<file path="src/masked_byte_pattern_scanner_assert.svh">
// assertion macros for the masked byte pattern scanner
// expects clk_i and rst_ni in the including module's scope
`ifndef MASKED_BYTE_PATTERN_SCANNER_ASSERT_SVH
`define MASKED_BYTE_PATTERN_SCANNER_ASSERT_SVH

// same-cycle implication
`define MBPS_ASSERT(label, ante, cons) \
  label: assert property (@(posedge clk_i) disable iff (!rst_ni) (ante) |-> (cons)) \
    else $error("masked_byte_pattern_scanner: assertion failed");

// next-cycle implication
`define MBPS_ASSERT_NEXT(label, ante, cons) \
  label: assert property (@(posedge clk_i) disable iff (!rst_ni) (ante) |=> (cons)) \
    else $error("masked_byte_pattern_scanner: assertion failed");

`endif

</file>
<file path="src/mbps_pkg.sv">
// shared types and constants of the masked byte pattern scanner
// no dependencies
`default_nettype none

package mbps_pkg;

  localparam int unsigned PATTERN_MAX   = 32;
  localparam int unsigned POSITION_BITS = 32;
  localparam int unsigned COUNT_BITS    = 16;

  localparam int unsigned LEN_W     = 6;
  localparam int unsigned WIN_IDX_W = $clog2(PATTERN_MAX);
  localparam int unsigned PAT_WORDS = 4;
  localparam int unsigned CFG_W     = 64;
  localparam int unsigned CFG_IDX_W = 3;
  localparam int unsigned MASK_W    = 32;
  localparam int unsigned LIMIT_W   = 16;
  localparam int unsigned IN_DATA_W  = 8;
  localparam int unsigned OUT_DATA_W = 56;

  typedef enum logic [CFG_IDX_W-1:0] {
    REG_PATTERN_LEN   = 3'd0,
    REG_PATTERN_LO    = 3'd1,
    REG_PATTERN_MID   = 3'd2,
    REG_PATTERN_UPPER = 3'd3,
    REG_PATTERN_TOP   = 3'd4,
    REG_CARE_MASK     = 3'd5,
    REG_MAX_MATCHES   = 3'd6
  } cfg_reg_e;

  typedef enum logic {
    KIND_HIT     = 1'b0,
    KIND_SUMMARY = 1'b1
  } result_kind_e;

  // results caused by one byte: an optional hit and an optional summary
  typedef struct packed {
    logic                     has_hit;
    logic                     has_sum;
    logic [POSITION_BITS-1:0] offset;
    logic [COUNT_BITS-1:0]    count;
    logic                     ovf;
  } scan_rec_t;

endpackage

`default_nettype wire

</file>
<file path="src/masked_byte_pattern_scanner.sv">
// Masked byte pattern scanner: takes one byte per cycle (a transfer every clock
// when the output keeps up) and checks the window ending at that byte against a
// pattern of up to 32 bytes with per-byte wildcards, in one registered pass: the
// compare and all stream state update happen in the cycle the byte is taken, and
// the results land in a two-entry result queue. Each result leaves in its own
// output transfer, so a byte that causes both a hit and the end-of-stream summary
// needs two output transfers; input is taken while the queue has room.
// Depends on mbps_pkg and masked_byte_pattern_scanner_assert.svh.
`default_nettype none

module masked_byte_pattern_scanner (
  input  wire logic                                   clk_i,
  input  wire logic                                   rst_ni,
  // configuration writes
  input  wire logic                                   cfg_we_i,
  input  wire logic [mbps_pkg::CFG_IDX_W-1:0]         cfg_index_i,
  input  wire logic [mbps_pkg::CFG_W-1:0]             cfg_data_i,
  // byte stream in
  input  wire logic                                   s_axis_tvalid,
  output logic                                        s_axis_tready,
  input  wire logic [mbps_pkg::IN_DATA_W-1:0]         s_axis_tdata,  // data_byte
  input  wire logic                                   s_axis_tlast,  // last_byte
  // results out
  output logic                                        m_axis_tvalid,
  input  wire logic                                   m_axis_tready,
  // hit_offset[31:0], match_count[47:32], position_overflow[48], zero pad
  output logic [mbps_pkg::OUT_DATA_W-1:0]             m_axis_tdata,
  output logic                                        m_axis_tuser,  // result_kind
  output logic                                        m_axis_tlast   // last_result
);

  `include "masked_byte_pattern_scanner_assert.svh"

  localparam int unsigned PM  = mbps_pkg::PATTERN_MAX;
  localparam int unsigned PB  = mbps_pkg::POSITION_BITS;
  localparam int unsigned CB  = mbps_pkg::COUNT_BITS;
  localparam int unsigned LW  = mbps_pkg::LEN_W;
  localparam int unsigned IW  = mbps_pkg::WIN_IDX_W;

  // configuration registers
  logic [LW-1:0]                                    len_q;
  logic [mbps_pkg::PAT_WORDS-1:0][mbps_pkg::CFG_W-1:0] pat_q;
  logic [mbps_pkg::MASK_W-1:0]                      care_q;
  logic [mbps_pkg::LIMIT_W-1:0]                     max_q;

  always_ff @(posedge clk_i or negedge rst_ni) begin
    if (!rst_ni) begin
      len_q  <= '0;
      pat_q  <= '0;
      care_q <= '0;
      max_q  <= mbps_pkg::LIMIT_W'(1);
    end else if (cfg_we_i) begin
      unique case (mbps_pkg::cfg_reg_e'(cfg_index_i))
        mbps_pkg::REG_PATTERN_LEN:   len_q    <= cfg_data_i[LW-1:0];
        mbps_pkg::REG_PATTERN_LO:    pat_q[0] <= cfg_data_i;
        mbps_pkg::REG_PATTERN_MID:   pat_q[1] <= cfg_data_i;
        mbps_pkg::REG_PATTERN_UPPER: pat_q[2] <= cfg_data_i;
        mbps_pkg::REG_PATTERN_TOP:   pat_q[3] <= cfg_data_i;
        mbps_pkg::REG_CARE_MASK:     care_q   <= cfg_data_i[mbps_pkg::MASK_W-1:0];
        mbps_pkg::REG_MAX_MATCHES:   max_q    <= cfg_data_i[mbps_pkg::LIMIT_W-1:0];
        default: ;
      endcase
    end
  end

  // stream state
  logic [PM-1:0][7:0] win_q, win_d;
  logic [PB-1:0]      pos_q, pos_d;
  logic [CB-1:0]      hits_q, hits_d;
  logic               lim_q, lim_d;
  logic               ovf_q, ovf_d;

  logic               in_acc;
  logic [PM-1:0][7:0] win_shift;
  logic [LW-1:0]      n_len;
  logic [PM-1:0]      len_mask;
  logic [PM-1:0]      byte_ok;
  logic               care_any;
  logic               pos_at_max;
  logic               ovf_now;
  logic               lim_pre;
  logic               enough;
  logic               hit;
  logic [CB-1:0]      hits_inc;
  logic               lim_post;
  mbps_pkg::scan_rec_t rec_new;
  logic               push;

  assign in_acc     = s_axis_tvalid & s_axis_tready;
  assign win_shift  = {win_q[PM-2:0], s_axis_tdata};
  assign n_len      = (len_q > LW'(PM)) ? LW'(PM) : len_q;
  assign pos_at_max = (pos_q == {PB{1'b1}});
  assign ovf_now    = ovf_q | pos_at_max;
  assign lim_pre    = lim_q | (CB'(hits_q) >= CB'(max_q)) | (hits_q == {CB{1'b1}});
  assign enough     = ({1'b0, pos_q} + (PB+1)'(1)) >= (PB+1)'(n_len);

  // per pattern byte compare against the tap it lines up with
  always_comb begin
    logic [LW-1:0] tap;
    for (int i = 0; i < PM; i++) begin
      tap         = LW'(n_len - LW'(i) - LW'(1));
      len_mask[i] = (LW'(i) < n_len);
      byte_ok[i]  = !(len_mask[i] & care_q[i]) ||
                    (win_shift[tap[IW-1:0]] == pat_q[i / 8][(i % 8) * 8 +: 8]);
    end
  end

  assign care_any = |(care_q & len_mask);
  assign hit = (n_len != '0) & !ovf_now & !lim_pre & enough & care_any & (&byte_ok);
  assign hits_inc = hits_q + CB'(hit);
  assign lim_post = lim_pre |
                    (hit & ((CB'(hits_inc) >= CB'(max_q)) | (hits_inc == {CB{1'b1}})));

  always_comb begin
    rec_new.has_hit = hit;
    rec_new.has_sum = s_axis_tlast;
    rec_new.offset  = PB'(pos_q + PB'(1) - PB'(n_len));
    rec_new.count   = hits_inc;
    rec_new.ovf     = ovf_now;
  end

  assign push = in_acc & (hit | s_axis_tlast);

  always_comb begin
    win_d  = win_q;
    pos_d  = pos_q;
    hits_d = hits_q;
    lim_d  = lim_q;
    ovf_d  = ovf_q;
    if (in_acc) begin
      if (s_axis_tlast) begin
        // end of stream: back to a fresh stream
        win_d  = '0;
        pos_d  = '0;
        hits_d = '0;
        lim_d  = 1'b0;
        ovf_d  = 1'b0;
      end else begin
        win_d  = win_shift;
        pos_d  = pos_at_max ? pos_q : pos_q + PB'(1);
        hits_d = hits_inc;
        lim_d  = lim_post;
        ovf_d  = ovf_now;
      end
    end
  end

  always_ff @(posedge clk_i or negedge rst_ni) begin
    if (!rst_ni) begin
      win_q  <= '0;
      pos_q  <= '0;
      hits_q <= '0;
      lim_q  <= 1'b0;
      ovf_q  <= 1'b0;
    end else begin
      win_q  <= win_d;
      pos_q  <= pos_d;
      hits_q <= hits_d;
      lim_q  <= lim_d;
      ovf_q  <= ovf_d;
    end
  end

  // two-entry result queue
  mbps_pkg::scan_rec_t rec_q [2];
  logic                wr_ptr_q, wr_ptr_d;
  logic                rd_ptr_q, rd_ptr_d;
  logic [1:0]          cnt_q, cnt_d;
  logic                hit_sent_q, hit_sent_d;
  mbps_pkg::scan_rec_t head;
  logic                show_hit;
  logic                out_acc;
  logic                pop;

  assign head          = rec_q[rd_ptr_q];
  assign s_axis_tready = (cnt_q != 2'd2);
  assign m_axis_tvalid = (cnt_q != 2'd0);
  assign show_hit      = head.has_hit & !hit_sent_q;
  assign out_acc       = m_axis_tvalid & m_axis_tready;
  assign pop           = out_acc & !(show_hit & head.has_sum);

  assign m_axis_tuser = show_hit ? mbps_pkg::KIND_HIT : mbps_pkg::KIND_SUMMARY;
  assign m_axis_tlast = show_hit ? !head.has_sum : 1'b1;
  assign m_axis_tdata = {7'b0, head.ovf, head.count,
                         (show_hit ? head.offset : {PB{1'b0}})};

  always_comb begin
    wr_ptr_d   = wr_ptr_q ^ push;
    rd_ptr_d   = rd_ptr_q ^ pop;
    cnt_d      = cnt_q + 2'(push) - 2'(pop);
    hit_sent_d = hit_sent_q;
    if (pop) begin
      hit_sent_d = 1'b0;
    end else if (out_acc) begin
      // hit went out, summary of the same byte still waits
      hit_sent_d = 1'b1;
    end
  end

  always_ff @(posedge clk_i) begin
    if (push) begin
      rec_q[wr_ptr_q] <= rec_new;
    end
  end

  always_ff @(posedge clk_i or negedge rst_ni) begin
    if (!rst_ni) begin
      wr_ptr_q   <= 1'b0;
      rd_ptr_q   <= 1'b0;
      cnt_q      <= 2'd0;
      hit_sent_q <= 1'b0;
    end else begin
      wr_ptr_q   <= wr_ptr_d;
      rd_ptr_q   <= rd_ptr_d;
      cnt_q      <= cnt_d;
      hit_sent_q <= hit_sent_d;
    end
  end

  `MBPS_ASSERT(a_no_queue_overrun, push, cnt_q != 2'd2)
  `MBPS_ASSERT(a_no_hit_after_overflow, push && rec_new.has_hit, !rec_new.ovf)
  `MBPS_ASSERT(a_hit_last_flag, m_axis_tvalid && show_hit, m_axis_tlast == !head.has_sum)
  `MBPS_ASSERT_NEXT(a_stream_cleared, in_acc && s_axis_tlast,
                    pos_q == '0 && hits_q == '0 && !ovf_q && !lim_q)

endmodule

`default_nettype wire

</file>
<file path="config.mk">
export PLATFORM = sky130hd
export DESIGN_NAME = masked_byte_pattern_scanner
export DESIGN_NICKNAME = d
export VERILOG_FILES = /design/src/mbps_pkg.sv /design/src/masked_byte_pattern_scanner.sv
export VERILOG_INCLUDE_DIRS = /design/src /design/src/src
export SDC_FILE = /design/constraint.sdc
export NUM_CORES = 2
export LEC_CHECK = 0
export BUFFER_PORTS_ARGS = -buffer_cell sky130_fd_sc_hd__buf_2
export CAP_MARGIN = 20
export CORE_UTILIZATION = 30
export CTS_CLUSTER_SIZE = 30
export DETAILED_ROUTE_END_ITERATION = 10
export SYNTH_ARGS = -nofsm -noshare
export SYNTH_HDL_FRONTEND = slang
export SYNTH_SLANG_ARGS = --single-unit
</file>
<file path="constraint.sdc">
create_clock -name clk_i -period 15.7 [get_ports clk_i]
set_input_delay 2.355 -clock clk_i [delete_from_list [all_inputs] [get_ports clk_i]]
set_output_delay 2.355 -clock clk_i [all_outputs]
set_load 0.01 [all_outputs]
</file>
Yosys cells after proc, flatten, opt, wreduce, memory -nomap -nowiden --
Memory sizes are Yosys's and may differ from the RTL's. Cells that the tools add are included.
Word-level totals: bits in registers 613, bits in writable memories 102, input bits 81, output and inout port bits 60, word-level logic and storage cells 440, memories kept 1
Memory list:
- rec_q | depth 2, bits a word 51, read ports 1, clocked after Yosys merged registers in 0, wr ports 1, line masked_byte_pattern_scanner.sv:165 | mbps_pkg::scan_rec_t rec_q [2];
Cells by class: $add $sub $neg 68, $lt $le $gt $ge 68, eq/ne operators 43, muxes and demuxes 78, bitwise gates (word level) 53, reductions and logical operators 83
Operator list (number):
- 8-bit binary-select mux with 5-bit select | 32
- 8-bit == test | 32
- 8-bit two-way mux | 32
- 248-bit two-way mux | 1
- 5-bit by 6-bit less-than comparator with 1-bit output, second input constant | 32
- 5-bit by 1-bit subtractor with 5-bit output, second input constant | 32
- 5-bit by 6-bit less-than comparator with 1-bit output, first input constant | 16
- 32-bit two-way mux | 3
- 5-bit subtractor, second input constant | 16
- 4-bit by 6-bit less-than comparator with 1-bit output, first input constant | 8
- 1-bit bitwise AND | 44
- 5-bit by 4-bit subtractor with 5-bit output, second input constant | 8
- 1-bit logical NOT | 37
- 32-bit by 1-bit adder with 33-bit output, second input constant | 1
- 33-bit by 6-bit greater-or-equal comparator with 1-bit output | 1
- 32-bit by 1-bit adder with 32-bit output, second input constant | 1
- 32-bit bitwise AND | 1
- 16-bit == test, second input constant | 2
- 32-bit == test, second input constant | 1
- 16-bit greater-or-equal comparator | 2
- 1-bit logical OR | 32
- 32-bit AND reduction | 1
- 32-bit OR reduction | 1
- 32-bit by 6-bit subtractor with 32-bit output | 1
- other kinds (22) | 56

Logic depth before layout (Yosys ltp) --
depth in word-level cells 16, mapped depth 43, depth with buffers taken out 31

Worst setup path after synthesis --
No wires, ideal clock.
path kind reg-to-reg, from reg len_q[5], to reg lim_q, library setup time 121 ps, data arrival time 8612 ps, data required time 15579 ps, path slack 6967 ps, stages on the path, launching flop included 41, buffers on the path 13, clock period less this slack 8733 ps, path through dfrtp_1 -> buf_4 -> buf_4 -> buf_4 -> buf_2 -> buf_2 -> buf_2 -> buf_2 -> buf_2 -> clkbuf_1 -> buf_2 -> nand2b_1 -> ha_1 -> buf_2 -> buf_1 -> buf_1 -> mux4_2 -> a211oi_1 -> (+5 left out) -> o2111ai_1 -> or4_4 -> nor4_2 -> ha_1 -> ha_1 -> nand3_1 -> nor2_1 -> and3_1 -> nand3_1 -> xor2_1 -> inv_1 -> ha_1 -> a21o_1 -> a211oi_1 -> o21ai_0 -> a21boi_0 -> o41ai_1 -> a22o_1
On the way: longest elaborated chain between the ends 16, elaborated cells between the ends (all ways) 305, those cells by class add/sub (63); order compare (35); eq/ne (33); mux (66); bitwise (41); reduce/logical (67)
RTL lines:
- from (decl) | line masked_byte_pattern_scanner.sv:41 | logic [LW-1:0] len_q;
- from (signal assigned) | line masked_byte_pattern_scanner.sv:54 | mbps_pkg::REG_PATTERN_LEN: len_q <= cfg_data_i[LW-1:0];
- 6-bit > comparator | line masked_byte_pattern_scanner.sv:91 | assign n_len = (len_q > LW'(PM)) ? LW'(PM) : len_q;
- 6-bit two-way mux * | line masked_byte_pattern_scanner.sv:91
- 5-bit by 1-bit subtractor with 5-bit output (tied with other cells) | line masked_byte_pattern_scanner.sv:101 | tap = LW'(n_len - LW'(i) - LW'(1));
- 5-bit by 1-bit subtractor with 5-bit output | line masked_byte_pattern_scanner.sv:101
- 8-bit binary-select mux with 5-bit select | line masked_byte_pattern_scanner.sv:104 | (win_shift[tap[IW-1:0]] == pat_q[i / 8][(i % 8) * 8 +: 8]);
- 8-bit two-way mux (not written as such) | line masked_byte_pattern_scanner.sv:104
- 8-bit == test | line masked_byte_pattern_scanner.sv:104
- 1-bit logical OR | line masked_byte_pattern_scanner.sv:103 | byte_ok[i] = !(len_mask[i] & care_q[i]) ||
- (+2 left out)
- via hit | line masked_byte_pattern_scanner.sv:83 | logic hit;
- 16-bit by 1-bit adder with 16-bit output * | line masked_byte_pattern_scanner.sv:110 | assign hits_inc = hits_q + CB'(hit);
- via hits_inc[10] | line masked_byte_pattern_scanner.sv:84 | logic [CB-1:0] hits_inc;
- 16-bit greater-or-equal comparator or 16-bit == test (tied branches) | line masked_byte_pattern_scanner.sv:112 | (hit & ((CB'(hits_inc) >= CB'(max_q)) | (hits_inc == {CB{1'b1}})));
- 1-bit bitwise OR * | line masked_byte_pattern_scanner.sv:112
- 1-bit bitwise AND * | line masked_byte_pattern_scanner.sv:112
- 1-bit bitwise OR * | line masked_byte_pattern_scanner.sv:111 | assign lim_post = lim_pre |
- 1-bit two-way mux * | line masked_byte_pattern_scanner.sv:131 | if (s_axis_tlast) begin
- to (signal assigned) | line masked_byte_pattern_scanner.sv:159 | lim_q <= lim_d;
- to (decl) | line masked_byte_pattern_scanner.sv:70 | logic lim_q, lim_d;
Mark *: on every way through the listed nets, which the timed path passes. The rest lies on a longest branch. The select of a mux whose other input is x is not followed. A chain may end at the register's enable or synchronous reset.

Worst setup path after layout --
from reg len_q[1], to reg lim_q
Same word-level chain as after synthesis.

==> impl_metrics.py <==
metrics = {
    "pwr": {
        "clockPowerShare_pct": 20.7,
        "p_sw_share_pct": 48.93,
        "p_int_mw": 5.416,
        "pwr-share-seq_pct": 24.1,
        "combPwrFrac_pct": 55.2,
        "p_per_area_mw_per_mm2": 156.4,
        "p_sw_mw": 5.189,
        "cellLeakagePower_nw": 27.52,
        "power_mw": 10.60,
        "ir_worst_vdd_v": 0.00009724,
    },
    "route": {
        "drt-vias-per-instance": 6.495,
        "remaining_drc_errors": 0,
        "ant_nets": 0,
        "avgRoutedWirePerCell_um": 37.08,
        "drtIter0Drc": 9242,
        "wl_mm": 339.3,
        "via_count": 59450,
        "dr.pass1.iters": 8,
    },
    "global_route": {
        "antenna_found_initial": 32,
        "grtUsageTotal_pct": 31.94,
        "grt_max_degree": 145,
        "grt_overflow": 0,
        "grt_pass1_wl_mm": 460.6,
        "first_global_vias": 54430,
    },
    "timing": {
        "worst_pin_slew_ns": 1.453,
        "grt_setup_unrepaired": "false",
        "clock_skew_ns": 0.05313,
        "final-setup-viol-count": 0,
        "max_freq_ghz": 0.08570,
        "slew_headroom_pct": 2.104,
        "period_share_pct": 74.32,
        "tns_ns": 0,
        "fin_crit_ns": 11.67,
        "slew_viol_final": 0,
        "hold_viol_final": 0,
    },
    "status": {
        "outcome": "finished, final reports clean",
    },
    "placed_design": {
        "hpwl_mm": 250.1,
        "io_buffer_count": 133,
        "gp_congestion": 1.134,
    },
    "cells_and_area": {
        "layout_common_cells": "890 x nand2_1, 605 x dfrtp_1, 524 x mux2i_1, 390 x mux2_2, 277 x nor2_1",
        "finalNetCount": 6523,
        "drive_above_1_share_pct": 19.80,
        "area_growth_pct": 10.85,
        "nFillCells": 20610,
        "final_util_pct": 33.52,
        "mostFrequentLayoutCell": "nand2_1",
    },
    "floorplan": {
        "fp-row-count": 165,
        "die_height_um": 453.6,
        "core-area_mm2": 0.2023,
        "start_util_pct": 30.24,
        "die_w_um": 453.6,
        "die_area_mm2": 0.2058,
        "num_io_pins": 141,
    },
    "hold_path": {
        "hold_class": "reg2reg",
    },
    "synth": {
        "synth_area_mm2": 0.06119,
        "synth-seq-cells": 715,
        "synth.distinct_cells": 115,
        "synth-main-ff-cell": "dfrtp_1",
        "synth_largest_area_cell": "dfrtp_1",
        "synth_top_cells_by_area": "dfrtp_1 25%, mux2i_1 8.6%, mux4_2 8.6%",
        "synth_edf_count": 102,
        "yosys_warnings": 0,
        "netlist_instances": 6549,
        "async_reset_ff_share_pct": 85.73,
        "ys_seq_area_share_pct": 30.08,
        "yosysTopAreaCellShare_pct": 25.03,
        "syn_area_per_cell_um2": 9.343,
    },
    "clock_network": {
        "postCtsSetupBuffers": 0,
        "cts_buffers": 89,
        "cts.repair.resized": 0,
        "root_buffer": "clkbuf_16",
        "htreeDepth": 3,
        "clk_pin_slew_worst_paths_ns": 0.06,
        "hold_buffers": 0,
        "cts_sinks": 715,
        "cts_tree": "built",
        "clockBufferDepth": 3,
        "clk_latency_ns": 0.78,
    },
    "setup_path": {
        "path_buf_inv": 6,
        "slowest_stage": "nor2_1",
        "path_delay_family": "simple AND/OR/NAND/NOR gates",
        "slowest_delay_ns": 0.99,
        "worstPathArrival_ns": 12.32,
        "path_max_fanout": 40,
        "startpoint_type": "flop",
        "end_kind": "flop",
        "path_class": "reg2reg",
        "required_ns": 16.35,
        "r2r_slack_ns": 4.03,
    },
    "run": {
        "max_cap_violations": 0,
    },
}
[power by group through the flow]
stage / logic, mW / clock network, mW / registers [mW]
final: 5.86 / 2.19 / 2.56
after global routing: 6.02 / 2.30 / 2.56
after CTS: 5.60 / 2.23 / 2.53
after detailed placement: 5.58 / 0 / 2.57
after global placement: 5.55 / 0 / 2.56
after floorplan: 3.67 / 0 / 2.35
[layout make-up]
cell class	instances	area, um^2	share of cell area [%]
inverters	81	315.3	0.4649
diodes	16	40.04	0.05903
repair buffers	380	2626	3.872
well taps	2672	3343	4.929
multi-input cells	5124	39960	58.92
clock buffers	116	2469	3.640
clock inverters	48	654.4	0.9648
flip-flops and latches	715	18420	27.15
[final timing paths]
| check | end | startpoint | cells after the start |
|---|---|---|---|
| worst max register to register | lim_q | len_q[1] | 33 |
| worst min-delay path | hit_sent_q | hit_sent_q | 2 |
| min in group asynchronous | pat_q[234] | rst_ni | 1 |
| max in group asynchronous | win_q[31] | rst_ni | 3 |
| worst max-delay path | lim_q | len_q[1] | 33 |
| worst min register to register | hit_sent_q | hit_sent_q | 2 |
[metal layers]
layer  global-route usage (%)  vias up  part of all wire, %
met5                        0        -                0.031
met4                    20.76       12                  8.1
met3                    12.08     1012                   13
met2                    44.70     4410                   40
met1                    40.74    29890                   39
li1                         -    24130                    -
[metrics by stage]
stage / cell area, um^2 / setup WS, ns / cells / hold slack, ns
5_1_grt: 67790 / 3.735 / 9139 / 0.5213
6_report: 67830 / 4.031 / 9152 / 0.4894
3_5_place_dp: 64480 / 4.473 / 8955 / 0.4788
2_1_floorplan: 61210 / 6.967 / 6555 / 0.4425
3_3_place_gp: 64440 / 4.478 / 8951 / 0.4706
4_1_cts: 67600 / 4.411 / 9119 / 0.4948
[tightest hold or removal path, cell delays in order, from the launching register on]
cell and delay [ns]:
dfrtp_1 0.34, nand2_1 0.04, o21ai_0 0.07
[kinds of logic (layout without fill, tap and decap cells)]
family	after synthesis	count (layout)	synth area share (%)
compound gates	1323	1323	15.14
fa+ha+maj	54	54	1.092
xor+xnor	443	443	6.451
mux	1155	1155	24.51
simple gates	2142	2142	17.45
flops	715	715	30.08
buf+inv	716	625	5.276
other cells	1	23	0.006129
[cells in the mapped netlist, types with 69 or more instances]
library cell / n
nor3_1: 116
a22oi_1: 103
a211oi_1: 105
a31oi_1: 69
o21ai_0: 276
mux2i_1: 527
nand3b_1: 243
mux4_2: 234
mux2_2: 390
nand3_1: 184
clkbuf_1: 370
inv_1: 71
xnor2_1: 258
nor2_1: 283
edfxtp_1: 102
dfrtp_1: 612
a21oi_1: 168
buf_2: 141
nand2_1: 891
xor2_1: 179
[registers in the layout, indices dropped and copies added, names as in the netlist]
name        cells
cnt_q           2
len_q           6
hits_q         16
care_q         32
max_q          16
rec_q         102
rd_ptr_q        1
ovf_q           1
pat_q         256
lim_q           1
pos_q          32
win_q         248
wr_ptr_q        1
hit_sent_q      1
(Power assumes the default switching activity.)
